$ cat config.mk
export PLATFORM = sky130hd
export DESIGN_NAME = delta_timeout_queue_unit
export DESIGN_NICKNAME = d
export VERILOG_FILES = /design/src/hw/rtl/dtq_pkg.sv /design/src/hw/rtl/delta_timeout_queue_unit.sv /design/src/hw/rtl/dtq_ctrl.sv /design/src/hw/rtl/dtq_dp.sv
export SDC_FILE = /design/constraint.sdc
export NUM_CORES = 2
export LEC_CHECK = 0
export BUFFER_PORTS_ARGS = -buffer_cell sky130_fd_sc_hd__buf_4
export CELL_PAD_IN_SITES_DETAIL_PLACEMENT = 0
export CELL_PAD_IN_SITES_GLOBAL_PLACEMENT = 1
export CORE_ASPECT_RATIO = 0.8
export CORE_MARGIN = 2
export CORE_UTILIZATION = 32
export CTS_BUF_LIST = sky130_fd_sc_hd__clkbuf_4 sky130_fd_sc_hd__clkbuf_8
export CTS_CLUSTER_SIZE = 20
export DETAILED_ROUTE_END_ITERATION = 12
export HOLD_SLACK_MARGIN = 0.1
export PLACE_DENSITY = 0.51
export SLEW_MARGIN = 20
export SYNTH_ARGS = -nofsm -noshare
export SYNTH_HDL_FRONTEND = slang
export SYNTH_SLANG_ARGS = --single-unit
$ cat constraint.sdc
create_clock -name i_clk -period 9.1 [get_ports i_clk]
set_clock_uncertainty 0.05 [all_clocks]
set_input_delay 1.365 -clock i_clk [delete_from_list [all_inputs] [get_ports i_clk]]
set_output_delay 1.365 -clock i_clk [all_outputs]
set_load 0.02 [all_outputs]
$ cat src/hw/rtl/dtq_pkg.sv
// Package with shared types, codes and command structs for the delta timeout queue.
package dtq_pkg;

    // Fixed field widths.
    localparam int STATUS_W = 2;
    localparam int SENSOR_W = 16;
    localparam int TICK_W   = 32;
    localparam int WAIT_W   = 32;
    localparam int QCOUNT_W = 5;
    localparam int CFG_W    = 32;

    // Result status codes.
    localparam logic [STATUS_W-1:0] ST_OK      = 2'd0;
    localparam logic [STATUS_W-1:0] ST_NO_SLOT = 2'd1;
    localparam logic [STATUS_W-1:0] ST_EMPTY   = 2'd2;

    // Operation codes.
    localparam logic OP_LOAD = 1'b0;
    localparam logic OP_FIRE = 1'b1;

    typedef struct packed {
        logic                opcode;
        logic [TICK_W-1:0]   timeout;
        logic [TICK_W-1:0]   repeat_req;
        logic [SENSOR_W-1:0] sensor_id;
    } t_in_item;

    typedef struct packed {
        logic [STATUS_W-1:0] status;
        logic                fired_valid;
        logic [SENSOR_W-1:0] fired_sensor;
        logic                fired_first;
        logic [WAIT_W-1:0]   next_wait;
        logic [QCOUNT_W-1:0] queued_count;
    } t_out_item;

    // Commands from the sequencer to the datapath.
    typedef struct packed {
        logic cap;
        logic err_full;
        logic err_empty;
        logic alloc;
        logic take_free;
        logic fire_rd;
        logic pop;
        logic retire;
        logic requeue;
        logic walk_init;
        logic walk_src_link;
        logic walk_step;
        logic walk_hit;
        logic fin;
        logic link_prev;
        logic emit;
    } t_dp_cmd;

    // Status from the datapath to the sequencer.
    typedef struct packed {
        logic opcode;
        logic free_empty;
        logic list_empty;
        logic list_one;
        logic reload_zero;
        logic walk_hit;
        logic walk_last;
        logic have_prev;
        logic out_free;
    } t_dp_sts;

endpackage

$ cat src/hw/rtl/delta_timeout_queue_unit.sv
// Top level of the delta timeout queue: sequencer plus datapath.
//
// Channel  Direction  Handshake          Beat
// in       input      valid / stall      one load or fire request
// out      output     valid / stall      one result item
// cfg      input      valid / ready      max_sleep write data
//
// A load runs DISP, LFREE, WALK, FIN, FIN2 (only when a predecessor link must be patched),
// HEADRD and RESULT; a requeuing fire runs FRD in place of LFREE. WALK passes entries until
// a later entry stops it or the list ends. A one-shot fire runs DISP, FRD, HEADRD, RESULT,
// a rejected load or fire DISP, HEADRD, RESULT; each ends before the next beat is accepted.
// Reset is synchronous; all slots are free and the list empty right after it.
// A result waits in the output register while the next beat is accepted;
// only the final result write waits on the output stall.
module delta_timeout_queue_unit #(
    parameter int SLOTS     = 16,
    parameter int TIME_BITS = 32
) (
    input  logic                      i_clk,
    input  logic                      i_rst_n,
    input  logic                      i_in_valid,
    output logic                      o_in_stall,
    input  dtq_pkg::t_in_item         i_in_data,
    output logic                      o_out_valid,
    input  logic                      i_out_stall,
    output dtq_pkg::t_out_item        o_out_data,
    input  logic                      i_cfg_valid,
    output logic                      o_cfg_ready,
    input  logic [dtq_pkg::CFG_W-1:0] i_cfg_data
);
    import dtq_pkg::*;

    t_dp_cmd cmd;
    t_dp_sts sts;

    // The register write is always taken.
    assign o_cfg_ready = 1'b1;

    // Sequencer.
    dtq_ctrl u_ctrl (
        .i_clk      (i_clk),
        .i_rst_n    (i_rst_n),
        .i_in_valid (i_in_valid),
        .o_in_stall (o_in_stall),
        .i_sts      (sts),
        .o_cmd      (cmd)
    );

    // Datapath.
    dtq_dp #(
        .SLOTS     (SLOTS),
        .TIME_BITS (TIME_BITS)
    ) u_dp (
        .i_clk       (i_clk),
        .i_rst_n     (i_rst_n),
        .i_in_data   (i_in_data),
        .i_cfg_valid (i_cfg_valid),
        .i_cfg_data  (i_cfg_data),
        .i_out_stall (i_out_stall),
        .o_out_valid (o_out_valid),
        .o_out_data  (o_out_data),
        .i_cmd       (cmd),
        .o_sts       (sts)
    );

endmodule

$ cat src/hw/rtl/dtq_ctrl.sv
// Sequencer state machine for the delta timeout queue.
module dtq_ctrl (
    input  logic             i_clk,
    input  logic             i_rst_n,
    input  logic             i_in_valid,
    output logic             o_in_stall,
    input  dtq_pkg::t_dp_sts i_sts,
    output dtq_pkg::t_dp_cmd o_cmd
);
    import dtq_pkg::*;

    typedef enum logic [8:0] {
        S_IDLE   = 9'b000000001,
        S_DISP   = 9'b000000010,
        S_LFREE  = 9'b000000100,
        S_FRD    = 9'b000001000,
        S_WALK   = 9'b000010000,
        S_FIN    = 9'b000100000,
        S_FIN2   = 9'b001000000,
        S_HEADRD = 9'b010000000,
        S_RESULT = 9'b100000000
    } t_state;

    t_state r_state;
    t_state n_state;

    // State register.
    always_ff @(posedge i_clk) begin
        if (!i_rst_n) begin
            r_state <= S_IDLE;
        end else begin
            r_state <= n_state;
        end
    end

    // Input beats are taken only between operations.
    assign o_in_stall = (r_state != S_IDLE);

    // Next state and command decode.
    always_comb begin
        n_state = r_state;
        o_cmd   = '0;
        unique case (r_state)
            S_IDLE: begin
                if (i_in_valid) begin
                    o_cmd.cap = 1'b1;
                    n_state   = S_DISP;
                end
            end
            S_DISP: begin
                if (i_sts.opcode == OP_LOAD) begin
                    if (i_sts.free_empty) begin
                        o_cmd.err_full = 1'b1;
                        n_state        = S_HEADRD;
                    end else begin
                        o_cmd.alloc = 1'b1;
                        n_state     = S_LFREE;
                    end
                end else begin
                    if (i_sts.list_empty) begin
                        o_cmd.err_empty = 1'b1;
                        n_state         = S_HEADRD;
                    end else begin
                        o_cmd.fire_rd = 1'b1;
                        n_state       = S_FRD;
                    end
                end
            end
            S_LFREE: begin
                o_cmd.take_free = 1'b1;
                o_cmd.walk_init = 1'b1;
                n_state         = i_sts.list_empty ? S_FIN : S_WALK;
            end
            S_FRD: begin
                o_cmd.pop = 1'b1;
                if (i_sts.reload_zero) begin
                    o_cmd.retire = 1'b1;
                    n_state      = S_HEADRD;
                end else begin
                    o_cmd.requeue       = 1'b1;
                    o_cmd.walk_init     = 1'b1;
                    o_cmd.walk_src_link = 1'b1;
                    n_state             = i_sts.list_one ? S_FIN : S_WALK;
                end
            end
            S_WALK: begin
                if (i_sts.walk_hit) begin
                    o_cmd.walk_hit = 1'b1;
                    n_state        = S_FIN;
                end else begin
                    o_cmd.walk_step = 1'b1;
                    if (i_sts.walk_last) begin
                        n_state = S_FIN;
                    end
                end
            end
            S_FIN: begin
                o_cmd.fin = 1'b1;
                n_state   = i_sts.have_prev ? S_FIN2 : S_HEADRD;
            end
            S_FIN2: begin
                o_cmd.link_prev = 1'b1;
                n_state         = S_HEADRD;
            end
            S_HEADRD: begin
                n_state = S_RESULT;
            end
            S_RESULT: begin
                if (i_sts.out_free) begin
                    o_cmd.emit = 1'b1;
                    n_state    = S_IDLE;
                end
            end
            default: begin
                n_state = S_IDLE;
            end
        endcase
    end

endmodule

$ cat src/hw/rtl/dtq_dp.sv
// Datapath of the delta timeout queue: entry stores, list registers and result register.
module dtq_dp #(
    parameter int SLOTS     = 16,
    parameter int TIME_BITS = 32
) (
    input  logic                         i_clk,
    input  logic                         i_rst_n,
    input  dtq_pkg::t_in_item            i_in_data,
    input  logic                         i_cfg_valid,
    input  logic [dtq_pkg::CFG_W-1:0]    i_cfg_data,
    input  logic                         i_out_stall,
    output logic                         o_out_valid,
    output dtq_pkg::t_out_item           o_out_data,
    input  dtq_pkg::t_dp_cmd             i_cmd,
    output dtq_pkg::t_dp_sts             o_sts
);
    import dtq_pkg::*;

    localparam int IW = $clog2(SLOTS);
    localparam int CW = $clog2(SLOTS + 1);
    localparam int TW = TIME_BITS;
    localparam int WW = (TIME_BITS > WAIT_W) ? TIME_BITS : WAIT_W;

    // Entry stores.
    logic [TW-1:0]       m_delta  [SLOTS];
    logic [TW-1:0]       m_reload [SLOTS];
    logic [SENSOR_W-1:0] m_tag    [SLOTS];
    logic                m_new    [SLOTS];
    logic [IW-1:0]       m_link   [SLOTS];
    logic [SLOTS-1:0]    r_link_vld;

    // Registered read data.
    logic [TW-1:0]       r_delta_q;
    logic [TW-1:0]       r_reload_q;
    logic [SENSOR_W-1:0] r_tag_q;
    logic                r_new_q;
    logic [IW-1:0]       r_link_raw;
    logic                r_link_v;
    logic [IW-1:0]       r_rd_addr_q;

    // Control and working registers.
    t_in_item            r_item;
    logic [STATUS_W-1:0] r_status;
    logic                r_fv;
    logic                r_ff;
    logic [SENSOR_W-1:0] r_fs;
    logic [IW-1:0]       r_slot;
    logic [IW-1:0]       r_cur;
    logic [IW-1:0]       r_prev;
    logic                r_have_prev;
    logic [TW-1:0]       r_rem;
    logic [CW-1:0]       r_i;
    logic [IW-1:0]       r_head;
    logic [IW-1:0]       r_free_head;
    logic [CW-1:0]       r_count;
    logic [CW-1:0]       r_free_cnt;
    logic [CFG_W-1:0]    r_max_sleep;
    logic                r_out_valid;
    t_out_item           r_out_data;

    logic [IW-1:0]       rd_addr;
    logic [IW-1:0]       link_q;
    logic                delta_we;
    logic [IW-1:0]       delta_wa;
    logic [TW-1:0]       delta_wd;
    logic                link_we;
    logic [IW-1:0]       link_wa;
    logic [IW-1:0]       link_wd;
    logic                new_we;
    logic [IW-1:0]       new_wa;
    logic [WW-1:0]       delta_w;
    logic [WW-1:0]       sleep_w;
    logic [WW-1:0]       wait_w;
    t_out_item           out_next;

    // A link entry never written reads as the reset free chain.
    always_comb begin
        if (r_link_v) begin
            link_q = r_link_raw;
        end else if (r_rd_addr_q == IW'(SLOTS - 1)) begin
            link_q = '0;
        end else begin
            link_q = r_rd_addr_q + IW'(1);
        end
    end

    // Shared read address for all stores.
    always_comb begin
        priority if (i_cmd.alloc) begin
            rd_addr = r_free_head;
        end else if (i_cmd.fire_rd) begin
            rd_addr = r_head;
        end else if (i_cmd.walk_init) begin
            rd_addr = i_cmd.walk_src_link ? link_q : r_head;
        end else if (i_cmd.walk_step) begin
            rd_addr = link_q;
        end else begin
            rd_addr = r_head;
        end
    end

    // Write port selects.
    always_comb begin
        delta_we = i_cmd.walk_hit | i_cmd.fin;
        delta_wa = i_cmd.fin ? r_slot : r_cur;
        delta_wd = i_cmd.fin ? r_rem : (r_delta_q - r_rem);
        link_we  = i_cmd.retire | i_cmd.fin | i_cmd.link_prev;
        priority if (i_cmd.retire) begin
            link_wa = r_slot;
            link_wd = r_free_head;
        end else if (i_cmd.fin) begin
            link_wa = r_slot;
            link_wd = r_cur;
        end else begin
            link_wa = r_prev;
            link_wd = r_slot;
        end
        new_we = i_cmd.alloc | i_cmd.pop;
        new_wa = i_cmd.alloc ? r_free_head : r_slot;
    end

    // Store writes and registered reads.
    always_ff @(posedge i_clk) begin
        if (delta_we) begin
            m_delta[delta_wa] <= delta_wd;
        end
        if (i_cmd.alloc) begin
            m_reload[r_free_head] <= TW'(r_item.repeat_req);
            m_tag[r_free_head]    <= r_item.sensor_id;
        end
        if (new_we) begin
            m_new[new_wa] <= i_cmd.alloc;
        end
        if (link_we) begin
            m_link[link_wa] <= link_wd;
        end
        r_delta_q   <= m_delta[rd_addr];
        r_reload_q  <= m_reload[rd_addr];
        r_tag_q     <= m_tag[rd_addr];
        r_new_q     <= m_new[rd_addr];
        r_link_raw  <= m_link[rd_addr];
        r_rd_addr_q <= rd_addr;
    end

    // List bookkeeping, link valid bits, config and output valid.
    always_ff @(posedge i_clk) begin
        if (!i_rst_n) begin
            r_link_vld  <= '0;
            r_link_v    <= 1'b0;
            r_head      <= '0;
            r_count     <= '0;
            r_free_head <= '0;
            r_free_cnt  <= CW'(SLOTS);
            r_max_sleep <= '1;
            r_out_valid <= 1'b0;
        end else begin
            r_link_v <= r_link_vld[rd_addr];
            if (link_we) begin
                r_link_vld[link_wa] <= 1'b1;
            end
            if (i_cfg_valid) begin
                r_max_sleep <= i_cfg_data;
            end
            if (i_cmd.pop) begin
                r_head  <= link_q;
                r_count <= r_count - CW'(1);
            end else if (i_cmd.fin && !r_have_prev) begin
                r_head  <= r_slot;
                r_count <= r_count + CW'(1);
            end else if (i_cmd.link_prev) begin
                r_count <= r_count + CW'(1);
            end
            if (i_cmd.take_free) begin
                r_free_head <= link_q;
                r_free_cnt  <= r_free_cnt - CW'(1);
            end else if (i_cmd.retire) begin
                r_free_head <= r_slot;
                r_free_cnt  <= r_free_cnt + CW'(1);
            end
            if (i_cmd.emit) begin
                r_out_valid <= 1'b1;
            end else if (!i_out_stall) begin
                r_out_valid <= 1'b0;
            end
        end
    end

    // Working registers of the current operation.
    always_ff @(posedge i_clk) begin
        if (i_cmd.cap) begin
            r_item   <= i_in_data;
            r_status <= ST_OK;
            r_fv     <= 1'b0;
            r_ff     <= 1'b0;
            r_fs     <= '0;
        end
        if (i_cmd.err_full) begin
            r_status <= ST_NO_SLOT;
        end
        if (i_cmd.err_empty) begin
            r_status <= ST_EMPTY;
        end
        if (i_cmd.alloc) begin
            r_slot <= r_free_head;
            r_rem  <= TW'(r_item.timeout);
        end
        if (i_cmd.fire_rd) begin
            r_slot <= r_head;
        end
        if (i_cmd.pop) begin
            r_fv <= 1'b1;
            r_fs <= r_tag_q;
            r_ff <= r_new_q;
        end
        if (i_cmd.requeue) begin
            r_rem <= r_reload_q;
        end
        if (i_cmd.walk_init) begin
            r_cur       <= i_cmd.walk_src_link ? link_q : r_head;
            r_have_prev <= 1'b0;
            r_i         <= '0;
        end
        if (i_cmd.walk_step) begin
            r_rem       <= r_rem - r_delta_q;
            r_prev      <= r_cur;
            r_have_prev <= 1'b1;
            r_cur       <= link_q;
            r_i         <= r_i + CW'(1);
        end
        if (i_cmd.emit) begin
            r_out_data <= out_next;
        end
    end

    // Next wait: head delta capped by the sleep limit.
    always_comb begin
        delta_w = WW'(r_delta_q);
        sleep_w = WW'(r_max_sleep);
        if ((r_count != '0) && (delta_w < sleep_w)) begin
            wait_w = delta_w;
        end else begin
            wait_w = sleep_w;
        end
        out_next.status       = r_status;
        out_next.fired_valid  = r_fv;
        out_next.fired_sensor = r_fs;
        out_next.fired_first  = r_ff;
        out_next.next_wait    = wait_w[WAIT_W-1:0];
        out_next.queued_count = QCOUNT_W'(r_count);
    end

    // Status to the sequencer.
    always_comb begin
        o_sts.opcode      = r_item.opcode;
        o_sts.free_empty  = (r_free_cnt == '0);
        o_sts.list_empty  = (r_count == '0);
        o_sts.list_one    = (r_count == CW'(1));
        o_sts.reload_zero = (r_reload_q == '0);
        o_sts.walk_hit    = (r_delta_q > r_rem);
        o_sts.walk_last   = ((r_i + CW'(1)) == r_count);
        o_sts.have_prev   = r_have_prev;
        o_sts.out_free    = !r_out_valid || !i_out_stall;
    end

    assign o_out_valid = r_out_valid;
    assign o_out_data  = r_out_data;

endmodule

==> reports/metrics.cfg <==
[place]
place.gp.congestion=0.849
io_buffers=176
pre_cts_slack_ps=2850
place_hpwl_mm=136

[floorplan]
die-height_um=429
die_x_um=535
core_mm2=0.224
start_util_pct=32.3
io_pins=178
dieArea_mm2=0.229
rows=155

[sta]
hold_viol=0
layout_setup_ws_ps=2600
worstMarginPinSlew_ps=1360
setup_violations=0
worst_slew_margin_rel_pct=9.17
fmax_ghz=0.154
finalCritPeriodShare_pct=71.4
rsz0062_at_grt=no
fin_crit_ps=6500
setup-tns-final_ps=0
slew_viol_final=0

[detailed_routing]
drt_iter0_drc=4610
drtAntennaViolNets=0
avgViaCountPerCell=5.27
finalWirelength_mm=243
vias=47200
drc_errors=0
drt-pass1-iter-count=6
routedWlPerCell_um=27.1

[power]
cellPowerDensity_mw_per_mm2=205
power_leakage_uw=0.0283
peakVddDrop_uv=97.1

[finish]
final_nets=5937
fin_util_pct=37.1
multi_input_area_mm2=0.0200
final_layout_size_suffix_gt1_share_pct=14.7
register_area_mm2=0.0503
num-fill-cells=21500
area_delta_synth_final_pct=15.0

[critical_path]
ff2ff_path_depth=14
worst-path-stages=14
path_common_cell=nor4_1
crit_fanout=91
cp.arrival_ps=7150
crit_required_ps=9750
cp_slowest_stage_delay_ps=1080
crit_chain=inv_1 > ha_1 > nand4_1 > nor4_4 > nand2b_1 > o21ai_0 > nor4_1 > nor4_1 > a21o_4 > buf_12 > a221oi_1 > a311oi_1 > a31oi_1 > a21oi_1
cp_top_family=compound AO/OA/AOI/OAI gates
cp_slowest_cell=a21oi_1
path_class=register to register
path_buf_inv=2
endpoint_kind=register
worst_setup_path_start_kind=register

[clock_tree]
clk_latency_ps=970
cts.sinks=1734
cts_resized=0
cts_made_buffers=308
cts_setup_buffers=0
cts_tree=yes
clockBufferDepth=4
cts_root_buf=clkbuf_8
cts_htree_levels=5
cts_hold_buf=0
cts.clk_slew.worst_paths_ps=70

[synthesis]
ys.flop_type=edfxtp_1
syn_nets=5742
yosys_warnings=0
synth_mux_area_share_pct=1.02
netlist_area_mm2=0.0722
synth_xor_area_share_pct=0.873
synth_compound_area_share_pct=11.8
synth_cell_type_count=75
synthArstFlopShare_pct=0
synth_fa_ha_area_share_pct=1.85
synth_seq_area_share_pct=69.7
synth_top_family_by_area=compound AO/OA/AOI/OAI gates
synth-simple-area-share_pct=11.6
syn_area_per_cell_um2=13.1
synth_edf_count=1560
synth_seq_cells=1734
syn-instance-count=5519

[global_route]
antenna_found_initial=24
grt_pass1_vias=45200
grt_pass1_wl_mm=342
grt_overflow=0
grt_max_degree=131
grt_usage_pct=20.6

[min_path]
min_path_type=register to register
worstHoldPathCells=0

[job]
cap_violations=0

[status]
status=finished clean

==> logic make-up (layout without fill, tap and decap cells) <==
logic type,Yosys count,after routing
fa+ha+maj,105,105
flops,1734,1734
xor+xnor,72,72
mux,72,72
compound gates,1184,1184
buf+inv,515,954
simple gates,1836,1836
other cells,1,8
==> final timing paths <==
check / end / slack (ps) / startpoint
hold / removal: u_dp.o_out_data[51]$_DFFE_PP_ / 350 / u_dp.r_fs[13]$_SDFFCE_PN0P_
hold reg to reg: u_dp.o_out_data[51]$_DFFE_PP_ / 350 / u_dp.r_fs[13]$_SDFFCE_PN0P_
setup reg to reg: u_dp.r_reload_q[16]$_DFF_P_ / 2600 / u_dp.delta_w[28]$_DFF_P_
setup / recovery: u_dp.r_reload_q[16]$_DFF_P_ / 2600 / u_dp.delta_w[28]$_DFF_P_
==> final cells by class <==
type                    count  share of cell area, %
clock buffers             461                   6.78
well taps                2983                   4.50
repair buffers            283                   2.75
multi-input cells        3270                   24.0
clock inverters            93                  0.767
inverters                 117                  0.544
flip-flops and latches   1734                   60.6
diodes                      7                 0.0211
==> registers in the layout, summed over array words and instances, names as in the netlist, 16 cells and up <==
name / count
u_dp.delta_w: 32
u_dp.m_delta: 512
u_dp.m_link: 64
u_dp.m_new: 16
u_dp.m_reload: 512
u_dp.m_tag: 256
u_dp.o_out_data: 57
u_dp.r_fs: 16
u_dp.r_item: 80
u_dp.r_link_vld: 16
u_dp.r_max_sleep: 32
u_dp.r_reload_q: 32
u_dp.r_rem: 32
u_dp.r_tag_q: 16
==> cell usage in the layout, fill, tap and decap left out, drive strengths merged, types with 17 or more instances in the layout <==
cell    count
nand2b     24
a21o       56
mux2i      68
a311oi    173
nand3     192
nor2b      31
clkbuf    461
nand2     989
inv       127
a221oi    261
a21oi     227
edfxtp   1560
nor2      193
ha        102
nor3       44
a31oi     175
and2      282
o211ai     37
dfxtp     174
nand4      17
xnor2      42
xor2       30
a211oi    113
o21ai      84
buf       283
nor4       18
clkinv     71
==> stage by stage <==
stage	instance area, um2	std cells	hold slack (ps)	power (uW)
floorplan	72200	5519	350	9310
global placement	76700	8387	357	9650
detailed placement	76700	8387	355	9650
CTS	83000	8941	359	17200
global route	83000	8948	372	17600
finish	83000	8948	351	17000
==> cells in the mapped netlist, types with 12 or more instances <==
cell type | number | share of area (%)
nand4_1 | 15 | 0.13
and2_1 | 282 | 2.4
nor4_1 | 15 | 0.13
nor3_1 | 43 | 0.30
buf_2 | 214 | 1.5
o21ai_0 | 81 | 0.56
a211oi_1 | 112 | 1.2
a21o_1 | 56 | 0.58
nand2_1 | 987 | 5.1
ha_1 | 102 | 1.8
nor2b_1 | 31 | 0.27
clkbuf_1 | 159 | 0.83
nand2b_1 | 23 | 0.20
a311oi_1 | 173 | 2.1
o211ai_1 | 37 | 0.38
buf_6 | 12 | 0.19
edfxtp_1 | 1560 | 65
nand3_1 | 192 | 1.3
xnor2_1 | 42 | 0.51
xor2_1 | 30 | 0.36
a21oi_1 | 227 | 1.6
a31oi_1 | 175 | 1.5
dfxtp_1 | 174 | 4.8
inv_1 | 114 | 0.59
nor2_1 | 193 | 1.0
mux2i_1 | 67 | 0.93
a221oi_1 | 261 | 3.2
==> where the power goes <==
part,switching (uW),internal [uW]
logic,415,169
clock network,3370,4140
registers,119,8790
==> per-layer routing <==
layer | GRT usage (%) | vias to the layer above | share of wire (%)
li1 | - | 21300 | -
met3 | 4.98 | 355 | 7.6
met2 | 28.8 | 1690 | 41
met4 | 5.45 | 8 | 2.4
met5 | 0.564 | - | 0.020
met1 | 31.3 | 23800 | 49
Power figures use the tool's default switching activity.
